===== src/bsr_pkg.sv =====
// Shared types and constants for the battery status register block.
package bsr_pkg;

    typedef enum logic [1:0] {
        KIND_BUS_RD   = 2'd0,
        KIND_BUS_WR   = 2'd1,
        KIND_HOST_SET = 2'd2,
        KIND_HOST_RD  = 2'd3
    } t_kind;

    typedef struct packed {
        t_kind       kind;
        logic [11:0] offset;
        logic [31:0] data;
        logic        ac_side;
        logic [3:0]  prop_code;
    } t_item;

    // Property codes
    localparam logic [3:0] PROP_ONLINE       = 4'd0;
    localparam logic [3:0] PROP_STATUS       = 4'd1;
    localparam logic [3:0] PROP_HEALTH       = 4'd2;
    localparam logic [3:0] PROP_HAS_BATTERY  = 4'd3;
    localparam logic [3:0] PROP_PRESENT      = 4'd4;
    localparam logic [3:0] PROP_CAPACITY     = 4'd5;
    localparam logic [3:0] PROP_VOLTAGE      = 4'd6;
    localparam logic [3:0] PROP_TEMP         = 4'd7;
    localparam logic [3:0] PROP_CHARGE_CNT   = 4'd8;
    localparam logic [3:0] PROP_VOLTAGE_MAX  = 4'd9;
    localparam logic [3:0] PROP_CURRENT_MAX  = 4'd10;
    localparam logic [3:0] PROP_CURRENT_NOW  = 4'd11;
    localparam logic [3:0] PROP_CURRENT_AVG  = 4'd12;
    localparam logic [3:0] PROP_CHARGE_FULL  = 4'd13;
    localparam logic [3:0] PROP_CYCLE_COUNT  = 4'd14;
    localparam logic [3:0] PROP_NONE         = 4'd15;

    // Bus register map (byte offsets)
    localparam logic [11:0] OFF_STATUS       = 12'h000;
    localparam logic [11:0] OFF_ENABLE       = 12'h004;
    localparam logic [11:0] OFF_ONLINE       = 12'h008;
    localparam logic [11:0] OFF_CHG_STATUS   = 12'h00C;
    localparam logic [11:0] OFF_HEALTH       = 12'h010;
    localparam logic [11:0] OFF_PRESENT      = 12'h014;
    localparam logic [11:0] OFF_CAPACITY     = 12'h018;
    localparam logic [11:0] OFF_VOLTAGE      = 12'h01C;
    localparam logic [11:0] OFF_TEMP         = 12'h020;
    localparam logic [11:0] OFF_CHARGE_CNT   = 12'h024;
    localparam logic [11:0] OFF_VOLTAGE_MAX  = 12'h028;
    localparam logic [11:0] OFF_CURRENT_MAX  = 12'h02C;
    localparam logic [11:0] OFF_CURRENT_NOW  = 12'h030;
    localparam logic [11:0] OFF_CURRENT_AVG  = 12'h034;
    localparam logic [11:0] OFF_CHARGE_FULL  = 12'h038;
    localparam logic [11:0] OFF_CYCLE_COUNT  = 12'h040;

    // Interrupt status bits
    localparam logic [1:0] CHANGED_BATT = 2'b01;
    localparam logic [1:0] CHANGED_AC   = 2'b10;

    // Fixed and reset values
    localparam logic [31:0] VOLTAGE_UV_VAL     = 32'd5000000;
    localparam logic [31:0] TEMP_DECI_C_VAL    = 32'd250;
    localparam logic [31:0] VOLTAGE_LIMIT_VAL  = 32'd5000000;
    localparam logic [31:0] CURRENT_LIMIT_VAL  = 32'd5000000;
    localparam logic [31:0] CURRENT_RST_VAL    = 32'd900000;
    localparam logic [31:0] FULL_CHARGE_RST    = 32'd3000000;
    localparam logic [31:0] CYCLES_RST_VAL     = 32'd10;
    localparam logic [31:0] CAPACITY_RST_VAL   = 32'd100;
    localparam logic [31:0] CHARGE_CNT_VAL     = 32'd10000;

endpackage


===== src/battery_status_register_block_unit.sv =====
// Top level of the battery status register block: stream ports and result register.
// An accepted input transfer is held in the input register, then its result in the result register.
// Throughput: one item per cycle; the input register and the result register
// both advance whenever the result register is empty or being taken.
// Reset (i_rst_n low, synchronous) empties both stages and loads the
// property registers with their power-on values; interrupt status and enable clear.
module battery_status_register_block_unit #(
    parameter bit HAS_BATTERY = 1'b1
) (
    input  logic        i_clk,
    input  logic        i_rst_n,
    input  logic        s_axis_tvalid,
    output logic        s_axis_tready,
    // [11:0] offset, [43:12] data, [44] ac_side, [48:45] prop_code, [55:49] zero
    input  logic [55:0] s_axis_tdata,
    // [1:0] kind
    input  logic [1:0]  s_axis_tuser,
    output logic        m_axis_tvalid,
    input  logic        m_axis_tready,
    // [31:0] read_data, [32] irq, [39:33] zero
    output logic [39:0] m_axis_tdata
);

    bsr_pkg::t_item in_item;
    bsr_pkg::t_item cur_item;
    logic           cur_valid;
    logic           out_free;
    logic           fire;
    logic [31:0]    read_data;
    logic           irq;

    logic           r_out_valid;
    logic [31:0]    r_read_data;
    logic           r_irq;

    assign in_item.kind      = bsr_pkg::t_kind'(s_axis_tuser);
    assign in_item.offset    = s_axis_tdata[11:0];
    assign in_item.data      = s_axis_tdata[43:12];
    assign in_item.ac_side   = s_axis_tdata[44];
    assign in_item.prop_code = s_axis_tdata[48:45];

    assign out_free = !r_out_valid || m_axis_tready;
    assign fire     = cur_valid && out_free;

    bsr_in_reg u_in_reg (
        .i_clk     (i_clk),
        .i_rst_n   (i_rst_n),
        .i_valid   (s_axis_tvalid),
        .i_item    (in_item),
        .i_advance (out_free),
        .o_ready   (s_axis_tready),
        .o_valid   (cur_valid),
        .o_item    (cur_item)
    );

    bsr_core #(
        .HAS_BATTERY (HAS_BATTERY)
    ) u_core (
        .i_clk       (i_clk),
        .i_rst_n     (i_rst_n),
        .i_fire      (fire),
        .i_item      (cur_item),
        .o_read_data (read_data),
        .o_irq       (irq)
    );

    always_ff @(posedge i_clk) begin
        if (!i_rst_n) begin
            r_out_valid <= 1'b0;
        end else if (out_free) begin
            r_out_valid <= cur_valid;
        end
    end

    always_ff @(posedge i_clk) begin
        if (fire) begin
            r_read_data <= read_data;
            r_irq       <= irq;
        end
    end

    assign m_axis_tvalid = r_out_valid;
    assign m_axis_tdata  = {7'd0, r_irq, r_read_data};

endmodule


===== src/bsr_in_reg.sv =====
// Input register stage: captures one request item per transfer.
module bsr_in_reg (
    input  logic           i_clk,
    input  logic           i_rst_n,
    input  logic           i_valid,
    input  bsr_pkg::t_item i_item,
    input  logic           i_advance,
    output logic           o_ready,
    output logic           o_valid,
    output bsr_pkg::t_item o_item
);

    logic           r_valid;
    bsr_pkg::t_item r_item;

    assign o_ready = !r_valid || i_advance;
    assign o_valid = r_valid;
    assign o_item  = r_item;

    always_ff @(posedge i_clk) begin
        if (!i_rst_n) begin
            r_valid <= 1'b0;
        end else if (i_valid && o_ready) begin
            r_valid <= 1'b1;
        end else if (i_advance) begin
            r_valid <= 1'b0;
        end
    end

    always_ff @(posedge i_clk) begin
        if (i_valid && o_ready) begin
            r_item <= i_item;
        end
    end

endmodule


===== src/bsr_core.sv =====
// Property and interrupt registers with the access decode for one item.
module bsr_core #(
    parameter bit HAS_BATTERY = 1'b1
) (
    input  logic           i_clk,
    input  logic           i_rst_n,
    input  logic           i_fire,
    input  bsr_pkg::t_item i_item,
    output logic [31:0]    o_read_data,
    output logic           o_irq
);

    localparam logic [31:0] BATT_ONE     = HAS_BATTERY ? 32'd1 : 32'd0;
    localparam logic [31:0] CAPACITY_RST = HAS_BATTERY ? bsr_pkg::CAPACITY_RST_VAL : 32'd0;
    localparam logic [31:0] CHARGE_CNT   = HAS_BATTERY ? bsr_pkg::CHARGE_CNT_VAL : 32'd0;

    logic [1:0]  r_pending, n_pending;
    logic [31:0] r_mask, n_mask;
    logic [31:0] r_online, n_online;
    logic [31:0] r_charge, n_charge;
    logic [31:0] r_health, n_health;
    logic [31:0] r_present, n_present;
    logic [31:0] r_capacity, n_capacity;
    logic [31:0] r_cur_now, n_cur_now;
    logic [31:0] r_cur_avg, n_cur_avg;
    logic [31:0] r_full, n_full;
    logic [31:0] r_cycles, n_cycles;

    logic [3:0]  bus_code;
    logic [3:0]  sel_code;
    logic [31:0] prop_val;
    logic [31:0] status_val;

    // Bus offsets that alias a property
    always_comb begin
        case (i_item.offset)
            bsr_pkg::OFF_ONLINE:      bus_code = bsr_pkg::PROP_ONLINE;
            bsr_pkg::OFF_CHG_STATUS:  bus_code = bsr_pkg::PROP_STATUS;
            bsr_pkg::OFF_HEALTH:      bus_code = bsr_pkg::PROP_HEALTH;
            bsr_pkg::OFF_PRESENT:     bus_code = bsr_pkg::PROP_PRESENT;
            bsr_pkg::OFF_CAPACITY:    bus_code = bsr_pkg::PROP_CAPACITY;
            bsr_pkg::OFF_VOLTAGE:     bus_code = bsr_pkg::PROP_VOLTAGE;
            bsr_pkg::OFF_TEMP:        bus_code = bsr_pkg::PROP_TEMP;
            bsr_pkg::OFF_CHARGE_CNT:  bus_code = bsr_pkg::PROP_CHARGE_CNT;
            bsr_pkg::OFF_VOLTAGE_MAX: bus_code = bsr_pkg::PROP_VOLTAGE_MAX;
            bsr_pkg::OFF_CURRENT_MAX: bus_code = bsr_pkg::PROP_CURRENT_MAX;
            bsr_pkg::OFF_CURRENT_NOW: bus_code = bsr_pkg::PROP_CURRENT_NOW;
            bsr_pkg::OFF_CURRENT_AVG: bus_code = bsr_pkg::PROP_CURRENT_AVG;
            bsr_pkg::OFF_CHARGE_FULL: bus_code = bsr_pkg::PROP_CHARGE_FULL;
            bsr_pkg::OFF_CYCLE_COUNT: bus_code = bsr_pkg::PROP_CYCLE_COUNT;
            default:                  bus_code = bsr_pkg::PROP_NONE;
        endcase
    end

    assign sel_code = (i_item.kind == bsr_pkg::KIND_HOST_RD) ? i_item.prop_code : bus_code;

    always_comb begin
        case (sel_code)
            bsr_pkg::PROP_ONLINE:       prop_val = r_online;
            bsr_pkg::PROP_STATUS:       prop_val = r_charge;
            bsr_pkg::PROP_HEALTH:       prop_val = r_health;
            bsr_pkg::PROP_HAS_BATTERY:  prop_val = BATT_ONE;
            bsr_pkg::PROP_PRESENT:      prop_val = r_present;
            bsr_pkg::PROP_CAPACITY:     prop_val = r_capacity;
            bsr_pkg::PROP_VOLTAGE:      prop_val = bsr_pkg::VOLTAGE_UV_VAL;
            bsr_pkg::PROP_TEMP:         prop_val = bsr_pkg::TEMP_DECI_C_VAL;
            bsr_pkg::PROP_CHARGE_CNT:   prop_val = CHARGE_CNT;
            bsr_pkg::PROP_VOLTAGE_MAX:  prop_val = bsr_pkg::VOLTAGE_LIMIT_VAL;
            bsr_pkg::PROP_CURRENT_MAX:  prop_val = bsr_pkg::CURRENT_LIMIT_VAL;
            bsr_pkg::PROP_CURRENT_NOW:  prop_val = r_cur_now;
            bsr_pkg::PROP_CURRENT_AVG:  prop_val = r_cur_avg;
            bsr_pkg::PROP_CHARGE_FULL:  prop_val = r_full;
            bsr_pkg::PROP_CYCLE_COUNT:  prop_val = r_cycles;
            default:                    prop_val = 32'd0;
        endcase
    end

    assign status_val = {30'd0, r_pending} & r_mask;

    always_comb begin
        n_pending   = r_pending;
        n_mask      = r_mask;
        n_online    = r_online;
        n_charge    = r_charge;
        n_health    = r_health;
        n_present   = r_present;
        n_capacity  = r_capacity;
        n_cur_now   = r_cur_now;
        n_cur_avg   = r_cur_avg;
        n_full      = r_full;
        n_cycles    = r_cycles;
        o_read_data = 32'd0;
        case (i_item.kind)
            bsr_pkg::KIND_BUS_RD: begin
                if (i_item.offset == bsr_pkg::OFF_STATUS) begin
                    o_read_data = status_val;
                    // clear on read only when something enabled was pending
                    if (status_val != 32'd0) begin
                        n_pending = 2'b00;
                    end
                end else if (i_item.offset == bsr_pkg::OFF_ENABLE) begin
                    o_read_data = r_mask;
                end else begin
                    o_read_data = prop_val;
                end
            end
            bsr_pkg::KIND_BUS_WR: begin
                if (i_item.offset == bsr_pkg::OFF_ENABLE) begin
                    n_mask = i_item.data;
                end
            end
            bsr_pkg::KIND_HOST_SET: begin
                if (HAS_BATTERY) begin
                    if (i_item.ac_side) begin
                        if (i_item.prop_code == bsr_pkg::PROP_ONLINE) begin
                            n_online = i_item.data;
                        end
                        n_pending = r_pending | bsr_pkg::CHANGED_AC;
                    end else begin
                        case (i_item.prop_code)
                            bsr_pkg::PROP_STATUS:      n_charge   = i_item.data;
                            bsr_pkg::PROP_HEALTH:      n_health   = i_item.data;
                            bsr_pkg::PROP_PRESENT:     n_present  = i_item.data;
                            bsr_pkg::PROP_CAPACITY:    n_capacity = i_item.data;
                            bsr_pkg::PROP_CURRENT_NOW: n_cur_now  = i_item.data;
                            bsr_pkg::PROP_CURRENT_AVG: n_cur_avg  = i_item.data;
                            bsr_pkg::PROP_CHARGE_FULL: n_full     = i_item.data;
                            bsr_pkg::PROP_CYCLE_COUNT: n_cycles   = i_item.data;
                            default: ;
                        endcase
                        n_pending = r_pending | bsr_pkg::CHANGED_BATT;
                    end
                end
            end
            bsr_pkg::KIND_HOST_RD: begin
                o_read_data = prop_val;
            end
            default: ;
        endcase
    end

    // Interrupt level after this item has taken effect
    assign o_irq = (({30'd0, n_pending} & n_mask) != 32'd0);

    always_ff @(posedge i_clk) begin
        if (!i_rst_n) begin
            r_pending  <= 2'b00;
            r_mask     <= 32'd0;
            r_online   <= 32'd1;
            r_charge   <= BATT_ONE;
            r_health   <= BATT_ONE;
            r_present  <= BATT_ONE;
            r_capacity <= CAPACITY_RST;
            r_cur_now  <= bsr_pkg::CURRENT_RST_VAL;
            r_cur_avg  <= bsr_pkg::CURRENT_RST_VAL;
            r_full     <= bsr_pkg::FULL_CHARGE_RST;
            r_cycles   <= bsr_pkg::CYCLES_RST_VAL;
        end else if (i_fire) begin
            r_pending  <= n_pending;
            r_mask     <= n_mask;
            r_online   <= n_online;
            r_charge   <= n_charge;
            r_health   <= n_health;
            r_present  <= n_present;
            r_capacity <= n_capacity;
            r_cur_now  <= n_cur_now;
            r_cur_avg  <= n_cur_avg;
            r_full     <= n_full;
            r_cycles   <= n_cycles;
        end
    end

endmodule


===== config.mk =====
export PLATFORM = sky130hd
export DESIGN_NAME = battery_status_register_block_unit
export DESIGN_NICKNAME = d
export VERILOG_FILES = /design/src/bsr_pkg.sv /design/src/battery_status_register_block_unit.sv /design/src/bsr_in_reg.sv /design/src/bsr_core.sv
export SDC_FILE = /design/constraint.sdc
export NUM_CORES = 1
export LEC_CHECK = 0
export BUFFER_PORTS_ARGS = -buffer_cell sky130_fd_sc_hd__buf_2
export CAP_MARGIN = 40
export CELL_PAD_IN_SITES_DETAIL_PLACEMENT = 2
export CELL_PAD_IN_SITES_GLOBAL_PLACEMENT = 2
export CORE_ASPECT_RATIO = 1.1
export CORE_UTILIZATION = 35
export DETAILED_ROUTE_END_ITERATION = 10
export PLACE_DENSITY = 0.78
export RECOVER_POWER = 25
export SYNTH_ARGS = -nofsm -noshare
export SYNTH_HDL_FRONTEND = slang
export SYNTH_SLANG_ARGS = --single-unit

===== constraint.sdc =====
create_clock -name i_clk -period 4.1 [get_ports i_clk]
set_input_delay 0.82 -clock i_clk [delete_from_list [all_inputs] [get_ports i_clk]]
set_output_delay 0.82 -clock i_clk [all_outputs]
set_load 0.01 [all_outputs]

After elaboration in Yosys (flattened, before gate mapping)
Index checks and enable logic that the tools add are counted.
{"block": "word_totals", "regBits": 408, "out_inout_bits": 42, "elab_cells": 100}
{"block": "op_classes", "n_eq_ne": 40, "mux": 14, "bitwise": 3, "n_reduce_logical": 23}
{"operator": "32-bit case mux with 13 select lines", "count": 1}
{"operator": "32-bit 2-to-1 mux", "count": 4}
{"operator": "12-bit by 6-bit equality test with 1-bit output (second input constant)", "count": 7}
{"operator": "2-bit by 32-bit bitwise AND with 32-bit output", "count": 2}
{"operator": "32-bit case mux with 2 select lines", "count": 1}
{"operator": "32-bit nonzero test", "count": 2}
{"operator": "4-bit case mux with 14 select lines", "count": 1}
{"operator": "12-bit by 5-bit equality test with 1-bit output (second input constant)", "count": 4}
{"operator": "4-bit equality test (second input constant)", "count": 11}
{"operator": "4-bit AND reduction", "count": 9}
{"operator": "12-bit by 4-bit equality test with 1-bit output (second input constant)", "count": 2}
{"operator": "4-bit by 3-bit equality test with 1-bit output (second input constant)", "count": 6}
{"operator": "12-bit by 3-bit equality test with 1-bit output (second input constant)", "count": 1}
{"operator": "12-bit by 7-bit equality test with 1-bit output (second input constant)", "count": 1}
{"operator": "4-bit by 2-bit equality test with 1-bit output (second input constant)", "count": 3}
{"operator": "12-bit zero test", "count": 1}
{"operator": "4-bit by 1-bit equality test with 1-bit output (second input constant)", "count": 2}
{"operator": "4-bit zero test", "count": 2}
{"operator": "2-bit 2-to-1 mux", "count": 3}
{"operator": "2-bit equality test (second input constant)", "count": 2}
{"operator": "4-bit 2-to-1 mux", "count": 1}
{"operator": "2-bit case mux with 2 select lines", "count": 1}
{"operator": "3-bit OR reduction", "count": 1}
{"operator": "2-bit by 1-bit equality test with 1-bit output (second input constant)", "count": 1}
{"operator": "other kinds (7)", "count": 11}

Longest topological paths before layout
{"block": "logic_depth", "depth_word": 9, "ltp_mapped": 12}

By module
From an unflattened synthesis, not the netlist that was laid out.
{"block": "hier_totals", "hier_cells": 2006, "area_unflattened_um2": 17694.5}
{"module": "bsr_core", "n_inst": 1, "cells_each": 1903, "area_each_um2": 14993.1, "seq_area_each_um2": 6446.2}
{"module": "bsr_in_reg", "n_inst": 1, "cells_each": 56, "area_each_um2": 1589.0, "seq_area_each_um2": 1551.5}
{"module": "battery_status_register_block_unit", "n_inst": 1, "cells_each": 47, "area_each_um2": 1112.3, "seq_area_each_um2": 1011.0}

Least setup slack after synthesis
OpenSTA, ideal clock, no wires.
{"block": "synth_path", "path_type": "input to register", "startpoint": "in m_axis_tready", "endpoint": "reg u_core.r_online[10]", "setup_time_ns": 0.076, "arrival_time_ns": 2.927, "required_ns": 4.024, "slack_ns": 1.097, "path_stages": 8, "n_path_buf": 1, "cell_sequence": "nor2b_1 > nand2b_1 > inv_1 > nand3_1 > nor4_1 > clkbuf_1 > nand2_1 > a21boi_0"}
{"block": "synth_between", "elab_chain_len": 3}
{"item": "from (decl)", "line": "battery_status_register_block_unit.sv:19", "rtl": "input logic m_axis_tready,"}
{"item": "1-bit logical OR", "line": "battery_status_register_block_unit.sv:42", "rtl": "assign out_free = !r_out_valid || m_axis_tready;"}
{"item": "1-bit logical AND", "line": "battery_status_register_block_unit.sv:43", "rtl": "assign fire = cur_valid && out_free;"}
{"item": "via fire", "line": "battery_status_register_block_unit.sv:28", "rtl": "logic fire;"}
{"item": "4-bit AND reduction (no line)"}
{"item": "to (signal assigned)", "line": "bsr_core.sv:161", "rtl": "r_online <= n_online;"}
{"item": "to (decl)", "line": "bsr_core.sv:19", "rtl": "logic [31:0] r_online, n_online;"}
The timed path passes the listed nets, and every way through them passes these cells.
A chain may end at the register's enable or synchronous reset.

Worst setup path in the final report
{"block": "layout_path", "startpoint": "reg u_in_reg.r_item, in the netlist u_in_reg.o_item[46]", "endpoint": "reg r_read_data[20], data pin"}
{"block": "layout_between", "elab_chain_len": 9, "word_cells_on_any_way": 38, "cone_classes": "29 x eq/ne; 6 x mux; 3 x reduce/logical"}
{"item": "from (decl)", "line": "bsr_in_reg.sv:14", "rtl": "bsr_pkg::t_item r_item;"}
{"item": "from (signal assigned)", "line": "bsr_in_reg.sv:32", "rtl": "r_item <= i_item;"}
{"item": "12-bit by 7-bit equality test with 1-bit output (tied with other cells)", "line": "bsr_core.sv:36", "rtl": "case (i_item.offset)"}
{"item": "4-bit case mux with 14 select lines", "line": "bsr_core.sv:36"}
{"item": "4-bit 2-to-1 mux", "line": "bsr_core.sv:55", "rtl": "assign sel_code = (i_item.kind == bsr_pkg::KIND_HOST_RD) ? i_item.prop_code : bus_code;"}
{"item": "4-bit by 3-bit equality test with 1-bit output or 4-bit equality test (tied branches)", "line": "bsr_core.sv:58", "rtl": "case (sel_code)"}
{"item": "3-bit OR reduction (no line)"}
{"item": "32-bit case mux with 13 select lines", "line": "bsr_core.sv:58"}
{"item": "32-bit 2-to-1 mux", "line": "bsr_core.sv:101", "rtl": "end else if (i_item.offset == bsr_pkg::OFF_ENABLE) begin"}
{"item": "32-bit 2-to-1 mux", "line": "bsr_core.sv:95", "rtl": "if (i_item.offset == bsr_pkg::OFF_STATUS) begin"}
{"item": "32-bit case mux with 2 select lines (*)", "line": "bsr_core.sv:93", "rtl": "case (i_item.kind)"}
{"item": "via read_data[20]", "line": "battery_status_register_block_unit.sv:29", "rtl": "logic [31:0] read_data;"}
{"item": "to (signal assigned)", "line": "battery_status_register_block_unit.sv:77", "rtl": "r_read_data <= read_data;"}
{"item": "to (decl)", "line": "battery_status_register_block_unit.sv:33", "rtl": "logic [31:0] r_read_data;"}
Mark *: on every way through the listed nets, which the timed path passes. The rest lies on a longest branch.

==> run_summary.xml <==
<?xml version="1.0" encoding="UTF-8"?>
<metrics>
  <group name="synth">
    <metric name="count_of_flip_flops_with_a_built_in_enable_after_synthesis" unit="">84</metric>
    <metric name="ys_ff_latch" unit="">408</metric>
    <metric name="syn-cell-area" unit="µm²">18000</metric>
    <metric name="ys_seq_area_share" unit="%">50.2</metric>
    <metric name="synth_async_sr_flop_share" unit="%">0</metric>
    <metric name="synth_warnings" unit="">0</metric>
    <metric name="ys_types" unit="">69</metric>
    <metric name="syn-mean-instance-area" unit="µm²">8.45</metric>
    <metric name="synthesis.instances" unit="">2125</metric>
    <metric name="postSynth.topFlopCell" unit="">dfxtp_1</metric>
  </group>
  <group name="hold_path">
    <metric name="hold_start" unit="">s_axis_tdata[21]</metric>
    <metric name="hold_path.class" unit="">input port to flop</metric>
    <metric name="min_to" unit="">u_in_reg.o_item[14]$_DFFE_PP_</metric>
    <metric name="timing.hold.worst_path_depth" unit="">1</metric>
  </group>
  <group name="worst_setup_path">
    <metric name="critPathBufInv" unit="">1</metric>
    <metric name="startpoint_type" unit="">flop</metric>
    <metric name="r2r_slack" unit="ps">210</metric>
    <metric name="crit_cells" unit="">9</metric>
    <metric name="rr_endpoint" unit="">r_read_data[20]$_DFFE_PP_</metric>
    <metric name="worstPathRequired" unit="ps">4390</metric>
    <metric name="cp_slowest_stage_delay" unit="ps">710</metric>
    <metric name="worst-r2r-cell-count" unit="">9</metric>
    <metric name="path_delay_family" unit="">simple AND/OR/NAND/NOR gates</metric>
    <metric name="r2r_start" unit="">u_in_reg.o_item[46]$_DFFE_PP_</metric>
    <metric name="worstSetupEndpointType" unit="">flop</metric>
    <metric name="crit_path_top_delay_cell" unit="">or4_1</metric>
    <metric name="crit_path_frequent_cell" unit="">a2111oi_1</metric>
    <metric name="path_cells" unit="">or4_1, a2111oi_1, nand4_1, and2_2, buf_4, nand2_1, a21oi_1, a2111oi_1, a221oi_1</metric>
    <metric name="crit_arrival" unit="ps">4180</metric>
    <metric name="setup.worst_path.class" unit="">flop to flop</metric>
    <metric name="timing.critical_path.fanout_max" unit="">21</metric>
  </group>
  <group name="timing">
    <metric name="timing_worst_slew_pin_value" unit="ps">2210</metric>
    <metric name="timing_hold_violations_final" unit="">0</metric>
    <metric name="post_route_clock_period_utilization" unit="%">94.9</metric>
    <metric name="max_clock_freq" unit="GHz">0.257</metric>
    <metric name="setup_violations" unit="">0</metric>
    <metric name="rsz0062_at_grt" unit="">false</metric>
    <metric name="worst_slew_margin_rel" unit="%">-47.6</metric>
    <metric name="fin_worst_skew" unit="ps">24.8</metric>
    <metric name="final_max_slew_viol_count" unit="">127</metric>
    <metric name="fin_crit" unit="ps">3890</metric>
    <metric name="timing.setup.tns" unit="ps">0</metric>
  </group>
  <group name="final_layout">
    <metric name="layout-area-overhead-vs-synth" unit="%">14.7</metric>
    <metric name="layout.nets" unit="">2213</metric>
    <metric name="antenna_cells_inserted" unit="">0</metric>
    <metric name="drive_gt1_share" unit="%">11.6</metric>
    <metric name="most-common-layout-cells" unit="">775 x nand2_1, 324 x dfxtp_1, 281 x a21boi_0</metric>
    <metric name="post_route_utilization" unit="%">40.9</metric>
    <metric name="layout.cells.most_common" unit="">nand2_1</metric>
  </group>
  <group name="clock_network">
    <metric name="root_buffer" unit="">clkbuf_16</metric>
    <metric name="post_cts_setup_bufs" unit="">0</metric>
    <metric name="clock_tree_from_tritoncts" unit="">done</metric>
    <metric name="cts.sinks" unit="">408</metric>
    <metric name="cts.reportedPaths.clkPinSlew" unit="ps">60</metric>
    <metric name="insertion_delay" unit="ps">590</metric>
    <metric name="ctsResizeCount" unit="">0</metric>
    <metric name="cts_hold_buffers" unit="">0</metric>
    <metric name="clock_path_buffers" unit="">3</metric>
    <metric name="cts_inserted_buffers" unit="">45</metric>
    <metric name="htree_levels" unit="">2</metric>
  </group>
  <group name="detailed_routing">
    <metric name="detail_route.drc_violations" unit="">0</metric>
    <metric name="via_count" unit="">16500</metric>
    <metric name="final_wirelength" unit="µm">74900</metric>
    <metric name="dr.first_iter.drc_count" unit="">1010</metric>
    <metric name="vias_per_cell" unit="">5.80</metric>
    <metric name="detail_route.wl_per_cell" unit="µm">26.4</metric>
    <metric name="detail-route-antenna-nets" unit="">0</metric>
    <metric name="detail_route.first_pass.iterations" unit="">6</metric>
  </group>
  <group name="global_route">
    <metric name="grt_start_max_net_pins" unit="">107</metric>
    <metric name="antenna_found_initial" unit="">1</metric>
    <metric name="grt_first_pass_wirelength" unit="µm">113000</metric>
    <metric name="grt_use_total" unit="%">28.9</metric>
    <metric name="globalRouteMet1Util" unit="%">35.2</metric>
    <metric name="grt.busiest_layer" unit="">met2</metric>
    <metric name="first_global_vias" unit="">18000</metric>
    <metric name="gr-total-overflow" unit="">0</metric>
    <metric name="met3_capacity_usage_during_global_routing" unit="%">4.43</metric>
    <metric name="grt_util_met2" unit="%">50.6</metric>
  </group>
  <group name="outcome">
    <metric name="status" unit="">complete, but fails checks</metric>
    <metric name="violations" unit="">max-capacitance violations, max-slew violations</metric>
  </group>
  <group name="power">
    <metric name="power-per-cell-area" unit="nW/µm²">416</metric>
    <metric name="cellLeakagePower" unit="µW">0.00683</metric>
    <metric name="worst_vdd_drop" unit="V">0.000278</metric>
    <metric name="power.share.clock" unit="%">45.0</metric>
    <metric name="sequential_power_share" unit="%">49.5</metric>
    <metric name="share_comb_of_total_power" unit="%">5.5</metric>
    <metric name="switching_share" unit="%">25.0</metric>
    <metric name="intPower" unit="µW">6420</metric>
    <metric name="switching_power" unit="µW">2140</metric>
  </group>
  <group name="floorplanning">
    <metric name="die_ar" unit="µm²">52200</metric>
    <metric name="placement_rows" unit="">86</metric>
    <metric name="die_height" unit="µm">240</metric>
    <metric name="ioPinCount" unit="">104</metric>
    <metric name="initial_core_util" unit="%">35.7</metric>
    <metric name="die_w" unit="µm">218</metric>
    <metric name="coreArea" unit="µm²">50400</metric>
  </group>
  <group name="placement">
    <metric name="routabilityCongestion" unit="">0.808</metric>
    <metric name="dp.final_hpwl" unit="µm">45600</metric>
    <metric name="port_buffers" unit="">89</metric>
  </group>
  <group name="run">
    <metric name="maxCapViolCount" unit="">2</metric>
  </group>
</metrics>
==> logic make-up after synthesis <==
| family | Yosys count | synth area share (%) |
|---|---|---|
| flops | 408 | 50.2 |
| buf+inv | 211 | 4.81 |
| compound gates | 541 | 22.1 |
| simple gates | 937 | 21.4 |
| fa+ha+maj | 5 | 0.334 |
| xor+xnor | 1 | 0.0488 |
| mux | 21 | 1.18 |
| other cells | 1 | 0.0209 |
==> cell type report <==
class	count	area (µm²)
clock inverters	15	92.6
well taps	660	826
clock buffers	68	1250
multi-input cells	1512	8210
flip-flops and latches	408	9010
inverters	8	30.0
repair buffers	172	1180
fillers	5593	29800
==> sequential cells by signal, summed over array words and instances (netlist names) <==
register / cells
u_core.r_present: 32
u_core.r_health: 32
r_read_data: 32
u_in_reg.o_item: 51
u_core.r_online: 32
u_core.r_full: 32
u_core.r_cycles: 32
r_irq: 1
u_core.r_mask: 32
u_core.r_capacity: 32
u_in_reg.o_valid: 1
u_core.r_cur_now: 32
u_core.r_cur_avg: 32
m_axis_tvalid: 1
u_core.r_pending: 2
u_core.r_charge: 32
==> per-stage QoR <==
step | instances | total power (µW) | setup WS [ps] | hold WS (ps) | instance area (µm²)
after floorplan | 2131 | 4540 | 1100 | 432 | 18000
after global placement | 2755 | 4760 | 293 | 445 | 19200
after detailed placement | 2760 | 4790 | 148 | 454 | 19300
after CTS | 2843 | 8620 | 104 | 376 | 20700
after global routing | 2843 | 8790 | 1.95 | 390 | 20600
final | 2843 | 8560 | 210 | 400 | 20600
==> routing by layer <==
| metal | part of all wire (%) | wire [µm] | vias to the layer above |
|---|---|---|---|
| met4 | 3.7 | 2790 | 0 |
| li1 | - | - | 7291 |
| met5 | 0 | 0 | - |
| met2 | 49 | 37100 | 451 |
| met3 | 5.4 | 4080 | 168 |
| met1 | 41 | 31000 | 8578 |
==> worst register-to-register path: cells and delay by family, from the launching register on <==
family / cells / cell delay, ps
buffers and inverters: 1 / 320
DFF: 1 / 360
AOI/OAI and AO/OA: 4 / 1270
and+or+nand+nor: 4 / 1650
==> Yosys cell counts, types with 4 or more instances <==
library cell  instances  area (µm²)
nand2_1             776        2910
dfxtp_1             324        6490
a21boi_0            281        2110
clkbuf_1            167         627
edfxtp_1             84        2520
a21oi_1              70         350
nand3_1              57         285
o21ai_0              40         200
nor2_1               27         101
a221oi_1             24         210
buf_2                22         110
mux2i_1              20         200
a222oi_1             19         190
a2111oi_0            18         158
a22o_1               17         149
nor3_1               16        80.1
a22oi_1              12        90.1
buf_4                10        75.1
inv_1                 8        30.0
and2_1                7        43.8
and3_1                7        43.8
or2_2                 7        43.8
a221oi_2              6        90.1
a31oi_1               6        37.5
o22ai_1               6        37.5
or4_1                 6        45.0
a211oi_1              5        37.5
a21o_1                5        37.5
nor2b_1               5        31.3
nor4_1                5        31.3
o21ai_1               5        25.0
ha_1                  4        50.1
o31a_1                4        35.0
==> how the worst max path moves through the flow <==
| stage | startpoint | slack (ps) | endpoint |
|---|---|---|---|
| 2_1_floorplan | m_axis_tready | 1100 | u_core.r_online[10]$_SDFFE_PN0P_ |
| 3_3_place_gp | u_in_reg.o_item[46]$_DFFE_PP_ | 290 | r_read_data[29]$_DFFE_PP_ |
| 3_5_place_dp | u_in_reg.o_item[46]$_DFFE_PP_ | 150 | r_read_data[20]$_DFFE_PP_ |
| 4_1_cts | u_in_reg.o_item[46]$_DFFE_PP_ | 100 | r_read_data[20]$_DFFE_PP_ |
| 5_1_grt | u_in_reg.o_item[46]$_DFFE_PP_ | 2 | r_read_data[29]$_DFFE_PP_ |
| 6_report | u_in_reg.o_item[46]$_DFFE_PP_ | 210 | r_read_data[20]$_DFFE_PP_ |
==> power groups by stage <==
stage	clock, µW	combinational [µW]	sequential [µW]
4_1_cts	3910	465	4240
3_5_place_dp	0	462	4330
3_3_place_gp	0	439	4320
2_1_floorplan	0	284	4260
5_1_grt	4050	490	4250
6_report	3850	467	4240
No activity file was read; power rests on OpenSTA's default activity.
